[src/rtl/spsh_pkg.sv]
// Shared types and constants for the procedural sphere pixel shader.
// Used by every module of the block; depends on nothing.
package spsh_pkg;

  // Number of register stages from the input beat to the output registers.
  localparam int NUM_STAGES = 11;

  // Scene geometry.
  localparam int CENTRE_X = 36;
  localparam int CENTRE_Y = 18;
  localparam int SPHERE_RADIUS_SQ = 200;

  // One enable bit per pipeline stage, bit k loads stage k.
  typedef logic [NUM_STAGES-1:0] stage_vec_t;

  // Which part of the scene a pixel falls into.
  typedef logic [1:0] region_t;
  localparam region_t REGION_SPHERE = 2'd0;
  localparam region_t REGION_FLOOR  = 2'd1;
  localparam region_t REGION_SKY    = 2'd2;

  // Per-pixel geometry handed from the front end to the shading paths.
  typedef struct packed {
    logic signed [7:0]  u;     // x minus centre column
    logic signed [6:0]  v;     // centre row minus y
    logic signed [12:0] uv;    // u times v
    logic        [13:0] h;     // squared distance to the centre
    logic        [12:0] t;     // sphere scale term, valid inside the sphere
    logic signed [15:0] fc;    // floor lighting term
    logic        [7:0]  red0;  // floor base red
  } geom_t;

endpackage

[src/rtl/spsh_geom.sv]
// Front end of the shader pipeline: centre offsets, squared distance, region
// choice and sky colors, stages 0 and 1. Depends on spsh_pkg.
module spsh_geom (
  input  logic                clk,
  input  spsh_pkg::stage_vec_t en,
  input  logic [6:0]          pix_x,
  input  logic [5:0]          pix_y,
  output spsh_pkg::geom_t     geo,
  output spsh_pkg::region_t   region,
  output logic [7:0]          sky_red,
  output logic [7:0]          sky_blue
);
  import spsh_pkg::*;

  logic signed [7:0]  u_c;
  logic signed [6:0]  v_c;
  logic signed [15:0] uu_full;
  logic signed [13:0] vv_full;
  logic signed [14:0] uv_full;
  logic        [8:0]  sky_c;
  logic        [9:0]  sky_r_sum;
  logic        [9:0]  sky_b_sum;

  logic signed [7:0]  s0_u;
  logic signed [6:0]  s0_v;
  logic        [13:0] s0_uu;
  logic        [10:0] s0_vv;
  logic signed [12:0] s0_uv;
  logic        [7:0]  s0_sky_red;
  logic        [7:0]  s0_sky_blue;

  logic        [13:0] h_c;
  logic        [12:0] t_c;
  logic        [14:0] fp_c;
  logic signed [16:0] fc_wide;
  logic signed [8:0]  red0_wide;
  region_t            region_c;

  // Stage 0: offsets from the centre and their products, sky gradient.
  always_comb begin
    u_c       = $signed({1'b0, pix_x}) - 8'(CENTRE_X);
    v_c       = 7'(CENTRE_Y) - $signed({1'b0, pix_y});
    uu_full   = u_c * u_c;
    vv_full   = v_c * v_c;
    uv_full   = u_c * v_c;
    sky_c     = {2'b00, pix_x} + {1'b0, pix_y, 2'b00};
    sky_r_sum = 10'd132 + {1'b0, sky_c};
    sky_b_sum = 10'd192 + {1'b0, sky_c};
  end

  always_ff @(posedge clk) begin
    if (en[0]) begin
      s0_u        <= u_c;
      s0_v        <= v_c;
      s0_uu       <= uu_full[13:0];
      s0_vv       <= vv_full[10:0];
      s0_uv       <= uv_full[12:0];
      s0_sky_red  <= (sky_r_sum > 10'd255) ? 8'hFF : sky_r_sum[7:0];
      s0_sky_blue <= (sky_b_sum > 10'd255) ? 8'hFF : sky_b_sum[7:0];
    end
  end

  // Stage 1: squared distance, region, sphere scale and floor terms.
  always_comb begin
    h_c       = s0_uu + {3'b000, s0_vv};
    t_c       = 13'd5000 + {2'b00, h_c[7:0], 3'b000};
    fp_c      = {1'b0, h_c} + {1'b0, s0_vv, 3'b000};
    fc_wide   = -(17'sd240 * 17'(s0_v)) - $signed({2'b00, fp_c});
    red0_wide = 9'sd150 + $signed({s0_v, 1'b0});
    if (h_c < 14'(SPHERE_RADIUS_SQ)) begin
      region_c = REGION_SPHERE;
    end else if (s0_v[6]) begin
      region_c = REGION_FLOOR;
    end else begin
      region_c = REGION_SKY;
    end
  end

  always_ff @(posedge clk) begin
    if (en[1]) begin
      geo.u    <= s0_u;
      geo.v    <= s0_v;
      geo.uv   <= s0_uv;
      geo.h    <= h_c;
      geo.t    <= t_c;
      geo.fc   <= fc_wide[15:0];
      geo.red0 <= red0_wide[7:0];
      region   <= region_c;
      sky_red  <= s0_sky_red;
      sky_blue <= s0_sky_blue;
    end
  end

endmodule

[src/rtl/spsh_sphere.sv]
// Sphere shading path: highlight, diffuse scale and specular term, stages 2
// to 8, with the result held until the floor path catches up. Uses spsh_pkg.
module spsh_sphere (
  input  logic                clk,
  input  spsh_pkg::stage_vec_t en,
  input  spsh_pkg::geom_t     geo,
  output logic [7:0]          sph_red,
  output logic [7:0]          sph_blue
);
  import spsh_pkg::*;

  logic signed [21:0] tu_full;
  logic signed [20:0] tv_full;
  logic signed [17:0] s2_tu;
  logic signed [17:0] s2_tv;

  logic signed [10:0] p_c;
  logic signed [10:0] q_c;
  logic signed [11:0] s_c;
  logic signed [12:0] wsum_c;
  logic signed [6:0]  w_c;
  logic signed [11:0] pq_c;
  logic signed [12:0] os_wide;
  logic        [5:0]  s3_ws;
  logic        [7:0]  s3_hi;
  logic        [11:0] s3_os;

  logic        [10:0] s4_rs0;
  logic        [11:0] s4_os;
  logic        [7:0]  s4_hi;

  logic        [22:0] rprod_c;
  logic        [21:0] bprod_c;
  logic        [9:0]  s5_red;
  logic        [8:0]  s5_blue;

  logic        [7:0]  s6_red;
  logic        [7:0]  s6_blue;
  logic        [7:0]  s7_red;
  logic        [7:0]  s7_blue;

  // Stage 2: scale the offsets by the sphere term.
  always_comb begin
    tu_full = $signed({1'b0, geo.t}) * geo.u;
    tv_full = $signed({1'b0, geo.t}) * geo.v;
  end

  always_ff @(posedge clk) begin
    if (en[2]) begin
      s2_tu <= tu_full[17:0];
      s2_tv <= tv_full[17:0];
    end
  end

  // Stage 3: floored shifts, highlight weight, specular term and light factor.
  always_comb begin
    p_c     = s2_tu[17:7];
    q_c     = s2_tv[17:7];
    s_c     = {q_c, 1'b0};
    wsum_c  = 13'sd1000 + 13'(p_c) - 13'(s_c);
    w_c     = 7'($signed(wsum_c[12:7])) + 7'sd8;
    pq_c    = 12'(p_c) + 12'(q_c);
    os_wide = 13'sd2200 + 13'(s_c);
  end

  always_ff @(posedge clk) begin
    if (en[3]) begin
      s3_ws <= (w_c > 7'sd0) ? w_c[5:0] : 6'd0;
      s3_hi <= (pq_c > 12'sd0) ? pq_c[10:3] : 8'd0;
      s3_os <= os_wide[11:0];
    end
  end

  // Stage 4: base red with the squared highlight.
  always_ff @(posedge clk) begin
    if (en[4]) begin
      s4_rs0 <= 11'd420 + 11'(s3_ws) * 11'(s3_ws);
      s4_os  <= s3_os;
      s4_hi  <= s3_hi;
    end
  end

  // Stage 5: apply the light factor, then add the specular term.
  always_comb begin
    rprod_c = 23'(s4_rs0) * 23'(s4_os);
    bprod_c = 22'd520 * 22'(s4_os);
  end

  always_ff @(posedge clk) begin
    if (en[5]) begin
      s5_red  <= rprod_c[22:13] + 10'(s4_hi);
      s5_blue <= bprod_c[21:13] + 9'(s4_hi);
    end
  end

  // Stage 6 clamps at full scale; stages 7 and 8 hold the result in step.
  always_ff @(posedge clk) begin
    if (en[6]) begin
      s6_red  <= (s5_red > 10'd255) ? 8'hFF : s5_red[7:0];
      s6_blue <= (s5_blue > 9'd255) ? 8'hFF : s5_blue[7:0];
    end
    if (en[7]) begin
      s7_red  <= s6_red;
      s7_blue <= s6_blue;
    end
    if (en[8]) begin
      sph_red  <= s7_red;
      sph_blue <= s7_blue;
    end
  end

endmodule

[src/rtl/spsh_floor.sv]
// Floor shading path: light falloff with its divisions by ten and a hundred,
// shadow term and clamp, stages 2 to 8. Uses spsh_pkg.
module spsh_floor (
  input  logic                clk,
  input  spsh_pkg::stage_vec_t en,
  input  spsh_pkg::geom_t     geo,
  output logic [7:0]          flr_red,
  output logic [7:0]          flr_blue
);
  import spsh_pkg::*;

  // Reciprocals: 6/10 scaled by 2^19, and 1/100 scaled by 2^26 (rounded down).
  localparam logic [32:0] RECIP_SIX_TENTHS = 33'd314574;
  localparam logic [45:0] RECIP_HUNDRED    = 46'd671088;

  logic        [32:0] o6_full;
  logic signed [16:0] r_c;
  logic signed [18:0] d_c;
  logic               s2_lit;
  logic        [13:0] s2_c;
  logic        [12:0] s2_o6;
  logic        [16:0] s2_dpos;
  logic        [7:0]  s2_red0;

  logic signed [13:0] m_c;
  logic signed [28:0] fo_full;
  logic signed [26:0] s3_fo;
  logic               s3_lit;
  logic        [16:0] s3_dpos;
  logic        [7:0]  s3_red0;

  logic        [25:0] mag_c;
  logic        [45:0] est_full;
  logic        [25:0] s4_mag;
  logic        [19:0] s4_q0;
  logic               s4_neg;
  logic               s4_lit;
  logic        [16:0] s4_dpos;
  logic        [7:0]  s4_red0;

  logic        [26:0] rem_c;
  logic        [19:0] s5_q;
  logic               s5_neg;
  logic               s5_lit;
  logic        [16:0] s5_dpos;
  logic        [7:0]  s5_red0;

  logic signed [20:0] qs_c;
  logic signed [20:0] s6_fo2;
  logic               s6_lit;
  logic        [16:0] s6_dpos;
  logic        [7:0]  s6_red0;

  logic signed [29:0] rprod_c;
  logic signed [29:0] bprod_c;
  logic signed [19:0] s7_rf;
  logic signed [19:0] s7_bf;
  logic        [16:0] s7_dpos;

  logic signed [20:0] red_sum_c;

  // Stage 2: six tenths of the light term, and the shadow term.
  always_comb begin
    o6_full = 33'(geo.fc[13:0]) * RECIP_SIX_TENTHS;
    r_c     = 17'(geo.fc) + 17'(geo.uv);
    d_c     = 19'sd3200 - $signed(19'(geo.h)) - $signed({r_c, 1'b0});
  end

  always_ff @(posedge clk) begin
    if (en[2]) begin
      s2_lit  <= geo.fc > 16'sd1200;
      s2_c    <= geo.fc[13:0];
      s2_o6   <= o6_full[31:19];
      s2_dpos <= (d_c > 19'sd0) ? d_c[16:0] : 17'd0;
      s2_red0 <= geo.red0;
    end
  end

  // Stage 3: light term times its complement.
  always_comb begin
    m_c     = 14'sd1500 - $signed({1'b0, s2_o6});
    fo_full = $signed({1'b0, s2_c}) * m_c;
  end

  always_ff @(posedge clk) begin
    if (en[3]) begin
      s3_fo   <= fo_full[26:0];
      s3_lit  <= s2_lit;
      s3_dpos <= s2_dpos;
      s3_red0 <= s2_red0;
    end
  end

  // Stage 4: magnitude and quotient estimate for the division by a hundred.
  // The estimate is the true quotient or one below it.
  always_comb begin
    mag_c    = s3_fo[26] ? 26'(-s3_fo) : s3_fo[25:0];
    est_full = 46'(mag_c) * RECIP_HUNDRED;
  end

  always_ff @(posedge clk) begin
    if (en[4]) begin
      s4_mag  <= mag_c;
      s4_q0   <= est_full[45:26];
      s4_neg  <= s3_fo[26];
      s4_lit  <= s3_lit;
      s4_dpos <= s3_dpos;
      s4_red0 <= s3_red0;
    end
  end

  // Stage 5: correct the estimate by one where the remainder overflows.
  always_comb begin
    rem_c = 27'(s4_mag) - 27'(s4_q0) * 27'd100;
  end

  always_ff @(posedge clk) begin
    if (en[5]) begin
      s5_q    <= s4_q0 + 20'(rem_c >= 27'd100);
      s5_neg  <= s4_neg;
      s5_lit  <= s4_lit;
      s5_dpos <= s4_dpos;
      s5_red0 <= s4_red0;
    end
  end

  // Stage 6: restore the sign, so the quotient truncates toward zero.
  always_comb begin
    qs_c = s5_neg ? -$signed({1'b0, s5_q}) : $signed({1'b0, s5_q});
  end

  always_ff @(posedge clk) begin
    if (en[6]) begin
      s6_fo2  <= qs_c - 21'sd8360;
      s6_lit  <= s5_lit;
      s6_dpos <= s5_dpos;
      s6_red0 <= s5_red0;
    end
  end

  // Stage 7: scale the base colors where the floor is lit.
  always_comb begin
    rprod_c = $signed({22'd0, s6_red0}) * 30'(s6_fo2);
    bprod_c = 30'sd50 * 30'(s6_fo2);
  end

  always_ff @(posedge clk) begin
    if (en[7]) begin
      if (s6_lit) begin
        s7_rf <= rprod_c[29:10];
        s7_bf <= bprod_c[29:10];
      end else begin
        s7_rf <= $signed({12'd0, s6_red0});
        s7_bf <= 20'sd50;
      end
      s7_dpos <= s6_dpos;
    end
  end

  // Stage 8: add the shadow term to red and clamp both channels.
  always_comb begin
    red_sum_c = 21'(s7_rf) + $signed({4'd0, s7_dpos});
  end

  always_ff @(posedge clk) begin
    if (en[8]) begin
      if (red_sum_c < 21'sd0) begin
        flr_red <= 8'd0;
      end else if (red_sum_c > 21'sd255) begin
        flr_red <= 8'hFF;
      end else begin
        flr_red <= red_sum_c[7:0];
      end
      if (s7_bf < 20'sd0) begin
        flr_blue <= 8'd0;
      end else if (s7_bf > 20'sd255) begin
        flr_blue <= 8'hFF;
      end else begin
        flr_blue <= s7_bf[7:0];
      end
    end
  end

endmodule

[src/rtl/spsh_mix.sv]
// Back end of the shader pipeline: carries the region and sky colors, picks
// the branch, and derives green, stages 2 to 10. Uses spsh_pkg.
module spsh_mix (
  input  logic                clk,
  input  spsh_pkg::stage_vec_t en,
  input  spsh_pkg::region_t   region,
  input  logic [7:0]          sky_red,
  input  logic [7:0]          sky_blue,
  input  logic [7:0]          sph_red,
  input  logic [7:0]          sph_blue,
  input  logic [7:0]          flr_red,
  input  logic [7:0]          flr_blue,
  output logic [7:0]          red,
  output logic [7:0]          green,
  output logic [7:0]          blue
);
  import spsh_pkg::*;

  // Stages 2 to 8 of the carry line.
  localparam int CARRY_DEPTH = 7;
  localparam logic [27:0] RECIP_TENTH = 28'd52429;

  typedef struct packed {
    region_t    region;
    logic [7:0] sky_red;
    logic [7:0] sky_blue;
  } carry_t;

  carry_t      carry [CARRY_DEPTH];
  carry_t      last_c;
  logic [7:0]  red_c;
  logic [7:0]  blue_c;
  logic [7:0]  s9_red;
  logic [7:0]  s9_blue;
  logic [11:0] s9_sum;
  logic [27:0] gfull_c;

  // Carry line that keeps the region in step with the shading paths.
  always_ff @(posedge clk) begin
    if (en[2]) begin
      carry[0] <= '{region: region, sky_red: sky_red, sky_blue: sky_blue};
    end
    for (int k = 1; k < CARRY_DEPTH; k++) begin
      if (en[k+2]) begin
        carry[k] <= carry[k-1];
      end
    end
  end

  // Stage 9: branch selection and the weighted sum for green.
  always_comb begin
    last_c = carry[CARRY_DEPTH-1];
    case (last_c.region)
      REGION_SPHERE: begin
        red_c  = sph_red;
        blue_c = sph_blue;
      end
      REGION_FLOOR: begin
        red_c  = flr_red;
        blue_c = flr_blue;
      end
      default: begin
        red_c  = last_c.sky_red;
        blue_c = last_c.sky_blue;
      end
    endcase
  end

  always_ff @(posedge clk) begin
    if (en[9]) begin
      s9_red  <= red_c;
      s9_blue <= blue_c;
      s9_sum  <= 12'(red_c) * 12'd7 + 12'(blue_c) * 12'd3;
    end
  end

  // Stage 10: divide by ten through the reciprocal, exact for this range.
  always_comb begin
    gfull_c = 28'(s9_sum) * RECIP_TENTH;
  end

  always_ff @(posedge clk) begin
    if (en[10]) begin
      red   <= s9_red;
      green <= gfull_c[26:19];
      blue  <= s9_blue;
    end
  end

endmodule

[src/rtl/procedural_sphere_pixel_shader_top.sv]
// Top level of the procedural sphere pixel shader: valid tracking, stall
// handling and the four datapath modules. Depends on spsh_pkg.

// One pixel coordinate beat goes in and one RGB beat comes out for each
// pixel, at a sustained rate of one pixel per clock cycle while out_stall
// is low. An accepted input beat passes to the output beat through the
// eleven register stages of the datapath: two for the geometry, seven for
// the parallel sphere and floor shading paths (the division by a hundred on
// the floor side takes three of them), and two for branch selection and
// green. Each stage holds its own valid bit and loads whenever it is empty
// or the stage after it moves, so gaps in the stream are squeezed out under
// a downstream stall and in_stall rises only when all eleven stages are full.
module procedural_sphere_pixel_shader_top (
  input  logic       clk,
  input  logic       rst,
  input  logic       in_valid,
  output logic       in_stall,
  input  logic [6:0] pix_x,
  input  logic [5:0] pix_y,
  output logic       out_valid,
  input  logic       out_stall,
  output logic [7:0] red,
  output logic [7:0] green,
  output logic [7:0] blue
);
  import spsh_pkg::*;

  stage_vec_t en;
  stage_vec_t vld;
  geom_t      geo;
  region_t    region;
  logic [7:0] sky_red;
  logic [7:0] sky_blue;
  logic [7:0] sph_red;
  logic [7:0] sph_blue;
  logic [7:0] flr_red;
  logic [7:0] flr_blue;

  // A stage may load when it is empty or its contents move on.
  always_comb begin
    en[NUM_STAGES-1] = !vld[NUM_STAGES-1] || !out_stall;
    for (int k = NUM_STAGES - 2; k >= 0; k--) begin
      en[k] = !vld[k] || en[k+1];
    end
  end

  // Valid bits travel with the data.
  always_ff @(posedge clk) begin
    if (rst) begin
      vld <= '0;
    end else begin
      if (en[0]) begin
        vld[0] <= in_valid;
      end
      for (int k = 1; k < NUM_STAGES; k++) begin
        if (en[k]) begin
          vld[k] <= vld[k-1];
        end
      end
    end
  end

  assign in_stall  = !en[0];
  assign out_valid = vld[NUM_STAGES-1];

  spsh_geom u_geom (
    .clk      (clk),
    .en       (en),
    .pix_x    (pix_x),
    .pix_y    (pix_y),
    .geo      (geo),
    .region   (region),
    .sky_red  (sky_red),
    .sky_blue (sky_blue)
  );

  spsh_sphere u_sphere (
    .clk      (clk),
    .en       (en),
    .geo      (geo),
    .sph_red  (sph_red),
    .sph_blue (sph_blue)
  );

  spsh_floor u_floor (
    .clk      (clk),
    .en       (en),
    .geo      (geo),
    .flr_red  (flr_red),
    .flr_blue (flr_blue)
  );

  spsh_mix u_mix (
    .clk      (clk),
    .en       (en),
    .region   (region),
    .sky_red  (sky_red),
    .sky_blue (sky_blue),
    .sph_red  (sph_red),
    .sph_blue (sph_blue),
    .flr_red  (flr_red),
    .flr_blue (flr_blue),
    .red      (red),
    .green    (green),
    .blue     (blue)
  );

`ifndef NO_ASSERTIONS
  // The input side stalls only when no stage has a bubble left.
  a_stall_only_when_full: assert property (
    @(posedge clk) disable iff (rst) in_stall |-> (&vld)
  ) else $error("input stalled while a pipeline stage was empty");

  // Green is a weighted mean of red and blue, so it lies between them.
  a_green_between: assert property (
    @(posedge clk) disable iff (rst)
    out_valid |-> ((green <= red) || (green <= blue)) &&
                  ((green >= red) || (green >= blue))
  ) else $error("green outside the range of red and blue");

  // Reset empties the pipeline and opens the input.
  a_reset_empties: assert property (
    @(posedge clk) rst |=> !out_valid && !in_stall
  ) else $error("pipeline not empty after reset");
`endif

endmodule
[config.mk]
export PLATFORM = sky130hd
export DESIGN_NAME = procedural_sphere_pixel_shader_top
export DESIGN_NICKNAME = d
export VERILOG_FILES = /design/src/rtl/spsh_pkg.sv /design/src/rtl/spsh_geom.sv /design/src/rtl/spsh_sphere.sv /design/src/rtl/spsh_floor.sv /design/src/rtl/spsh_mix.sv /design/src/rtl/procedural_sphere_pixel_shader_top.sv
export SDC_FILE = /design/constraint.sdc
export NUM_CORES = 2
export LEC_CHECK = 0
export BUFFER_PORTS_ARGS = -buffer_cell sky130_fd_sc_hd__buf_2
export CAP_MARGIN = 5
export CORE_MARGIN = 1.5
export CORE_UTILIZATION = 60
export CTS_BUF_LIST = sky130_fd_sc_hd__clkbuf_8 sky130_fd_sc_hd__clkbuf_16
export DETAILED_ROUTE_END_ITERATION = 12
export PLACE_DENSITY = 0.88
export SLEW_MARGIN = 20
export SYNTH_ARGS = -nofsm -noshare
export SYNTH_HDL_FRONTEND = slang
export SYNTH_SLANG_ARGS = --single-unit
[constraint.sdc]
create_clock -name clk -period 11.9 [get_ports clk]
set_input_delay 2.38 -clock clk [delete_from_list [all_inputs] [get_ports clk]]
set_output_delay 2.38 -clock clk [all_outputs]
set_load 0.005 [all_outputs]
# Word-level counts from Yosys, hierarchy flattened
# Memory sizes are Yosys's and may differ from the RTL's.
# Index checks and enable logic that the tools add are counted.
# classes
n_addsub,30
multipliers,18
n_div,0
order_cmp,14
eq_ne,1
n_shift,0
n_mux,22
bitwise,0
reduce_logical,25
# ops
cell,n
"multiplier 26 x 16 -> 42 bit, second input constant",1
case mux 8 bit (2 select lines),2
"multiplier 14 x 18 -> 31 bit, second input constant",1
"> comparator 10 x 8 -> 1 bit, second input constant",3
multiplier 9 x 21 -> 30 bit,1
"greater-or-equal comparator 27 x 7 -> 1 bit, second input constant",1
"multiplier 12 x 16 -> 27 bit, second input constant",1
multiplier 15 x 14 -> 27 bit,1
"multiplier 6 x 21 -> 27 bit, first input constant",1
subtractor 26 x 27 -> 27 bit,1
two-way mux 26 bit,1
negation 26 bit,1
"multiplier 20 x 5 -> 25 bit, second input constant",1
two-way mux 8 bit,3
multiplier 11 x 12 -> 23 bit,1
adder 20 x 18 -> 21 bit,1
"> comparator 21 x 9 -> 1 bit, second input constant",1
"< comparator 21 x 1 -> 1 bit, second input constant",1
two-way mux 21 bit,1
negation 20 -> 21 bit,1
"subtractor 21 x 15 -> 21 bit, second input constant",1
adder 20 x 1 -> 20 bit,1
"adder 8 x 9 -> 10 bit, first input constant",2
"> comparator 20 x 9 -> 1 bit, second input constant",1
45 further kinds,80
# totals
regBits,735
latchBits,0
ram_bits,126
mem_bits_ro,0
inputBits,17
output_inout_bits,26
wordCells,191
memories,1
# memory_table
name,depth,word_bits,read_ports,rd_clocked_by_memory_dff,wr,line,text
u_mix.carry,7,18,7,0,7,spsh_mix.sv:29,carry_t carry [CARRY_DEPTH];

# Longest topological paths before layout
# logic_depth
depth_word,13
ltp_mapped,33

# Cells and area by module
# From an unflattened synthesis, not the netlist that was laid out.
# unflattened
hier_cells,7565
area_unflattened_um2,82263.9
# modules_own_cells
module,instances,cells_each,area_each_um2,seq_area_each_um2
spsh_floor,1,4196,43685.6,10269.8
spsh_sphere,1,1558,16146.7,4294.1
spsh_geom,1,1134,12688.4,4654.5
spsh_mix,1,624,9267.6,5345.1
procedural_sphere_pixel_shader_top,1,53,475.5,220.2

# Worst setup path before layout
# Ideal clock, no wire load.
# synth_timing
path_type,input port to output port
start,in out_stall
end,out in_stall
t_arrival_ps,10210
required_time_ps,9520
path_slack_ps,-690
cell_stages,7
path_buffers,1
path_cell_list,and3_1 > and3_1 > clkbuf_1 > nand4_1 > nor2_1 > nand4_1 > inv_1
# synth_between
elab_chain_cells,13
# synth_rtl
item,line,text
start: declaration,procedural_sphere_pixel_shader_top.sv:21,"input logic out_stall,"
zero test 1 bit,procedural_sphere_pixel_shader_top.sv:41,en[NUM_STAGES-1] = !vld[NUM_STAGES-1] || !out_stall;
logical OR 1 bit,procedural_sphere_pixel_shader_top.sv:41,
logical OR 1 bit (6 in a row),procedural_sphere_pixel_shader_top.sv:43,en[k] = !vld[k] || en[k+1];
named net en[4],procedural_sphere_pixel_shader_top.sv:28,stage_vec_t en;
logical OR 1 bit (4 in a row),procedural_sphere_pixel_shader_top.sv:43,
zero test 1 bit,procedural_sphere_pixel_shader_top.sv:63,assign in_stall = !en[0];
end: declaration,procedural_sphere_pixel_shader_top.sv:17,"output logic in_stall,"
# The timed path passes the listed nets, and every way through them passes these cells.

# Worst setup path after layout
# layout_timing
start,reg u_floor.s3_fo[7]
end,"reg u_floor.s4_q0[19], data pin"
# layout_between
elab_chain_cells,3
# layout_rtl
item,line,text
start: declaration,spsh_floor.sv:27,logic signed [26:0] s3_fo;
start signal: assignment,spsh_floor.sv:87,s3_fo <= fo_full[26:0];
negation 26 bit,spsh_floor.sv:97,mag_c = s3_fo[26] ? 26'(-s3_fo) : s3_fo[25:0];
two-way mux 26 bit,spsh_floor.sv:97,
named net u_floor.mag_c[21],spsh_floor.sv:32,logic [25:0] mag_c;
multiplier 26 x 16 -> 42 bit,spsh_floor.sv:98,est_full = 46'(mag_c) * RECIP_HUNDRED;
named net u_floor.est_full[45],spsh_floor.sv:33,logic [45:0] est_full;
end signal: assignment,spsh_floor.sv:104,s4_q0 <= est_full[45:26];
end: declaration,spsh_floor.sv:35,logic [19:0] s4_q0;
# The timed path passes the listed nets, and every way through them passes these cells.
# A chain may end at the register's enable or synchronous reset.

==> impl_summary.log <==
[metrics] parity-gate share of the synthesized area counting xor and xnor cells: 0.0523
[metrics] Max Clock Freq: 0.113 GHz
[metrics] number of buffer cells added on primary ports: 42
[metrics] number of cells in the finished layout apart from fillers: between 9k and 10k
[metrics] flip-flop and latch count after synthesis: 824
[metrics] number of design-rule violations left by the first detailed-router iteration: around 3.5k
[metrics] fin. max-slew vios: 0
[metrics] largest stage delay on the critical path: roughly 630 ps
[metrics] final hold viol count: 0
[metrics] worst r2r path cells: 25
[metrics] cell at the slowest stage of the critical path: sky130_fd_sc_hd__or4_1
[metrics] critical path startpoint category: register
[metrics] Worst Path Arrival: slightly above 9000 ps
[metrics] ant diodes: 0
[metrics] RSZ-0062 raised after global routing: false
[metrics] Post-Syn Nets: 9204
[metrics] vias per std cell: ~5.7
[metrics] largest net degree at the start of global routing: a little over 80
[metrics] critical path launch point: u_floor.s3_fo[7]
[metrics] r2r startpoint: u_floor.s3_fo[7]
[metrics] hold buffer count at cts: 0
[metrics] status: completed
[metrics] wire length of the first global-routing pass: 280000 µm
[metrics] die extent in x: approximately 370 µm
[metrics] Clock Pin Slew Worst Setup and Hold Paths: roughly 60 ps
[metrics] Post-Route Skew: 55.6 ps
[metrics] Hold Path Class: register to register
[metrics] combinational family with the most area after synthesis: adder cells
[metrics] Post-DRT Antenna Nets: 0
[metrics] transition time of the tightest slew-check pin: roughly 1100 ps
[metrics] total die area: about 130000 µm²
[metrics] EDFF count, synth: ~810
[metrics] Unique masters post-synth: 90
[metrics] number of global-route vias before repair: around 56k
[metrics] number of clock sinks: roughly 820
[metrics] highest-utilization routing layer at the global route stage: met2
[metrics] DRC Markers: 0
[metrics] io pins: 43
[metrics] Async SR Flop Fraction: 0
[metrics] # fillers: between 9k and 10k
[metrics] maximum fanout along the worst path: 8
[metrics] net count reported at finish: 9254
[metrics] placed cells: around 8.9k
[metrics] All-Layer GR Usage: 0.257
[metrics] met2 usage: 0.452
[metrics] detailed-route wire length: 169000 µm
[metrics] final worst-path setup slack: approximately 3100 ps
[metrics] fraction of the mapped netlist area in simple logic gates: 0.0953
[metrics] Die H: between 300 and 400 µm
[metrics] root buffer cell: sky130_fd_sc_hd__clkbuf_16
[metrics] min cycle time layout: a little under 9000 ps
[metrics] Layout Utilization: 0.646
[metrics] clock tree from TritonCTS: built
[metrics] slew margin rel.: 0.255
[metrics] area grow syn2layout: 6.69%
[metrics] proportion of synthesized area in mux cells: 0.00440
[metrics] post-synthesis compound-gate area fraction: 0.0674
[metrics] met3 Track Usage GR: 0.0306
[metrics] most instantiated flip-flop cell in the synthesis netlist: sky130_fd_sc_hd__edfxtp_1
[metrics] register area share after synthesis: 0.310
[metrics] clock buffer depth: 3
[metrics] required time at the endpoint of the critical path: between 10000 and 15000 ps
[metrics] worst slack at placement: roughly 3300 ps
[metrics] met1 Use GR: 0.326
[metrics] Num CTS Buffers: 87
[metrics] initial core utilization: 0.605
[metrics] core box area: between 100000 and 150000 µm²
[metrics] row cnt: 133
[metrics] Final Setup Violations: 0
[metrics] proportion of layout cells with a drive suffix above 1: 0.0399
[metrics] total iterations of the first detailed-routing run: 8
[metrics] number of instances on the worst hold path: 0
[metrics] post-route fraction of the period consumed by the critical path: 0.743
[metrics] vias after detailed routing: 51.3k
[metrics] reported max-cap violation count: 0
[metrics] overall overflow remaining after global route: 0
[metrics] clock latency on the worst-skew pair: ~700 ps
[metrics] routability congestion estimate from global placement: ~0.9
[metrics] H-tree depth: 3
[metrics] Fin Setup TNS: 0 ps
[metrics] number of cells produced by synthesis: roughly 7.2k
[metrics] cell area after technology mapping: 79500 µm²
[metrics] total setup buffers inserted after CTS: 0
[metrics] antenna violations before repair: 2
[metrics] cell mode on critical path: sky130_fd_sc_hd__fa_1
[metrics] average cell area after synthesis: 11.1 µm²
[metrics] nature of the critical path endpoint: register
[metrics] HPWL reported at the end of detailed placement: between 100000 and 150000 µm
[metrics] post-cts resize count: 0
[metrics] adder-cell share of the synthesized area: 0.400
[metrics] Min-Delay Startpoint: u_floor.s5_dpos[8]
[metrics] Synthesis Warnings: 0
[metrics] category of the critical setup timing path: register to register
[metrics] average wire per standard cell: around 19 µm
-- cells in the final DEF, fill, tap and decap left out, types with 10 or more instances in the layout --
| cell | count |
|---|---|
| sky130_fd_sc_hd__a211oi_1 | 28 |
| sky130_fd_sc_hd__nand2_1 | 430 |
| sky130_fd_sc_hd__inv_1 | 1385 |
| sky130_fd_sc_hd__nor2b_1 | 67 |
| sky130_fd_sc_hd__bufinv_16 | 10 |
| sky130_fd_sc_hd__or2_2 | 33 |
| sky130_fd_sc_hd__nor4_1 | 12 |
| sky130_fd_sc_hd__o21ai_0 | 150 |
| sky130_fd_sc_hd__clkbuf_16 | 87 |
| sky130_fd_sc_hd__buf_2 | 42 |
| sky130_fd_sc_hd__xor2_1 | 141 |
| sky130_fd_sc_hd__clkinv_1 | 21 |
| sky130_fd_sc_hd__a21oi_1 | 270 |
| sky130_fd_sc_hd__o21bai_1 | 58 |
| sky130_fd_sc_hd__nand2b_1 | 78 |
| sky130_fd_sc_hd__a31oi_1 | 28 |
| sky130_fd_sc_hd__and3_1 | 21 |
| sky130_fd_sc_hd__dfxtp_1 | 11 |
| sky130_fd_sc_hd__a21o_1 | 76 |
| sky130_fd_sc_hd__ha_1 | 1132 |
| sky130_fd_sc_hd__buf_4 | 34 |
| sky130_fd_sc_hd__o211ai_1 | 16 |
| sky130_fd_sc_hd__or3_1 | 36 |
| sky130_fd_sc_hd__xnor2_1 | 322 |
| sky130_fd_sc_hd__o31a_1 | 10 |
| sky130_fd_sc_hd__and2_1 | 370 |
| sky130_fd_sc_hd__nor2_1 | 261 |
| sky130_fd_sc_hd__nand4_1 | 19 |
| sky130_fd_sc_hd__edfxtp_1 | 813 |
| sky130_fd_sc_hd__o21a_1 | 50 |
| sky130_fd_sc_hd__mux2i_1 | 26 |
| sky130_fd_sc_hd__o31ai_1 | 26 |
| sky130_fd_sc_hd__nor3_1 | 66 |
| sky130_fd_sc_hd__nand3b_1 | 10 |
| sky130_fd_sc_hd__a21boi_0 | 13 |
| sky130_fd_sc_hd__fa_1 | 882 |
| sky130_fd_sc_hd__nand3_1 | 50 |
-- worst max-delay path: cells and delay by family (launching register included) --
family | cells | cell delay [ps]
AND/OR/NAND/NOR | 7 | 2150
XOR/XNOR | 2 | 600
buffers and inverters | 2 | 140
AO/OA/AOI/OAI | 7 | 2040
flip-flops | 1 | 440
adder cells (fa/ha/maj) | 7 | 3180
-- kinds of logic after synthesis --
logic type / Yosys count
DFF: 824
xor gates and xnor gates: 473
adders and majority gates: 2015
muxes: 34
other: 1
buffers and inverters: 1497
and+or+nand+nor: 1496
AOI/OAI and AO/OA: 833
-- routing by layer --
layer | part of all wire | routed length [µm]
met1 | 0.40 | 67900
met2 | 0.51 | 85600
met3 | 0.057 | 9580
met4 | 0.034 | 5790
met5 | 0.000071 | 12
-- cell usage after synthesis, drive strengths merged (52+ instances only) --
cell type / count / share of area
inv: 1374 / 0.065
ha: 1132 / 0.18
fa: 882 / 0.22
edfxtp: 813 / 0.31
nand2: 434 / 0.020
and2: 370 / 0.029
xnor2: 327 / 0.036
a21oi: 271 / 0.017
nor2: 261 / 0.012
o21ai: 154 / 0.0098
xor2: 145 / 0.016
clkbuf: 112 / 0.0053
nand2b: 78 / 0.0061
a21o: 76 / 0.0072
nor2b: 67 / 0.0053
nor3: 67 / 0.0044
o21bai: 58 / 0.0055
nand3: 52 / 0.0033
-- area by class of cell --
class	count	area, µm²	area share
flip-flops and latches	824	24600	0.290
inverters	1381	5190	0.0611
multi-input cells	4852	49400	0.582
well taps	1755	2200	0.0259
repair buffers	77	473	0.00557
clock inverters	72	767	0.00904
clock buffers	88	2190	0.0258
-- per-stage QoR --
step	hold WS (ps)	instance area (µm²)
floorplan	400	79500
global placement	400	81800
detailed placement	405	81800
CTS	406	84800
global route	417	84900
finish	404	84900
-- flip-flops by register name, summed over array words and instances (netlist names), 12 cells and up --
| signal | flops |
|---|---|
| u_floor.s5_dpos | 17 |
| u_floor.s4_mag | 24 |
| u_floor.s6_dpos | 17 |
| u_floor.s2_dpos | 17 |
| u_floor.s4_q0 | 20 |
| u_floor.s4_dpos | 17 |
| u_floor.s2_c | 14 |
| u_floor.s3_dpos | 17 |
| u_geom.s0_uv | 13 |
| u_geom.s0_uu | 13 |
| u_floor.s6_fo2 | 21 |
| u_geom.geo | 72 |
| u_mix.carry | 126 |
| u_floor.s2_o6 | 13 |
| u_floor.s7_rf | 20 |
| u_floor.s7_bf | 18 |
| u_floor.s7_dpos | 17 |
| u_floor.s3_fo | 27 |
| u_floor.s5_q | 20 |
| u_mix.s9_sum | 12 |
-- path summary, 6_finish.rpt --
| kind | endpoint | slack [ps] |
|---|---|---|
| setup / recovery | u_floor.s4_q0[19] | 3060 |
| hold / removal | u_floor.s6_dpos[8] | 400 |
| setup reg to reg | u_floor.s4_q0[19] | 3060 |
| hold reg to reg | u_floor.s6_dpos[8] | 400 |
Power is left out: the tool's default activity adds up to more than one toggle a clock period on the data nets, which glitch-free logic cannot reach.
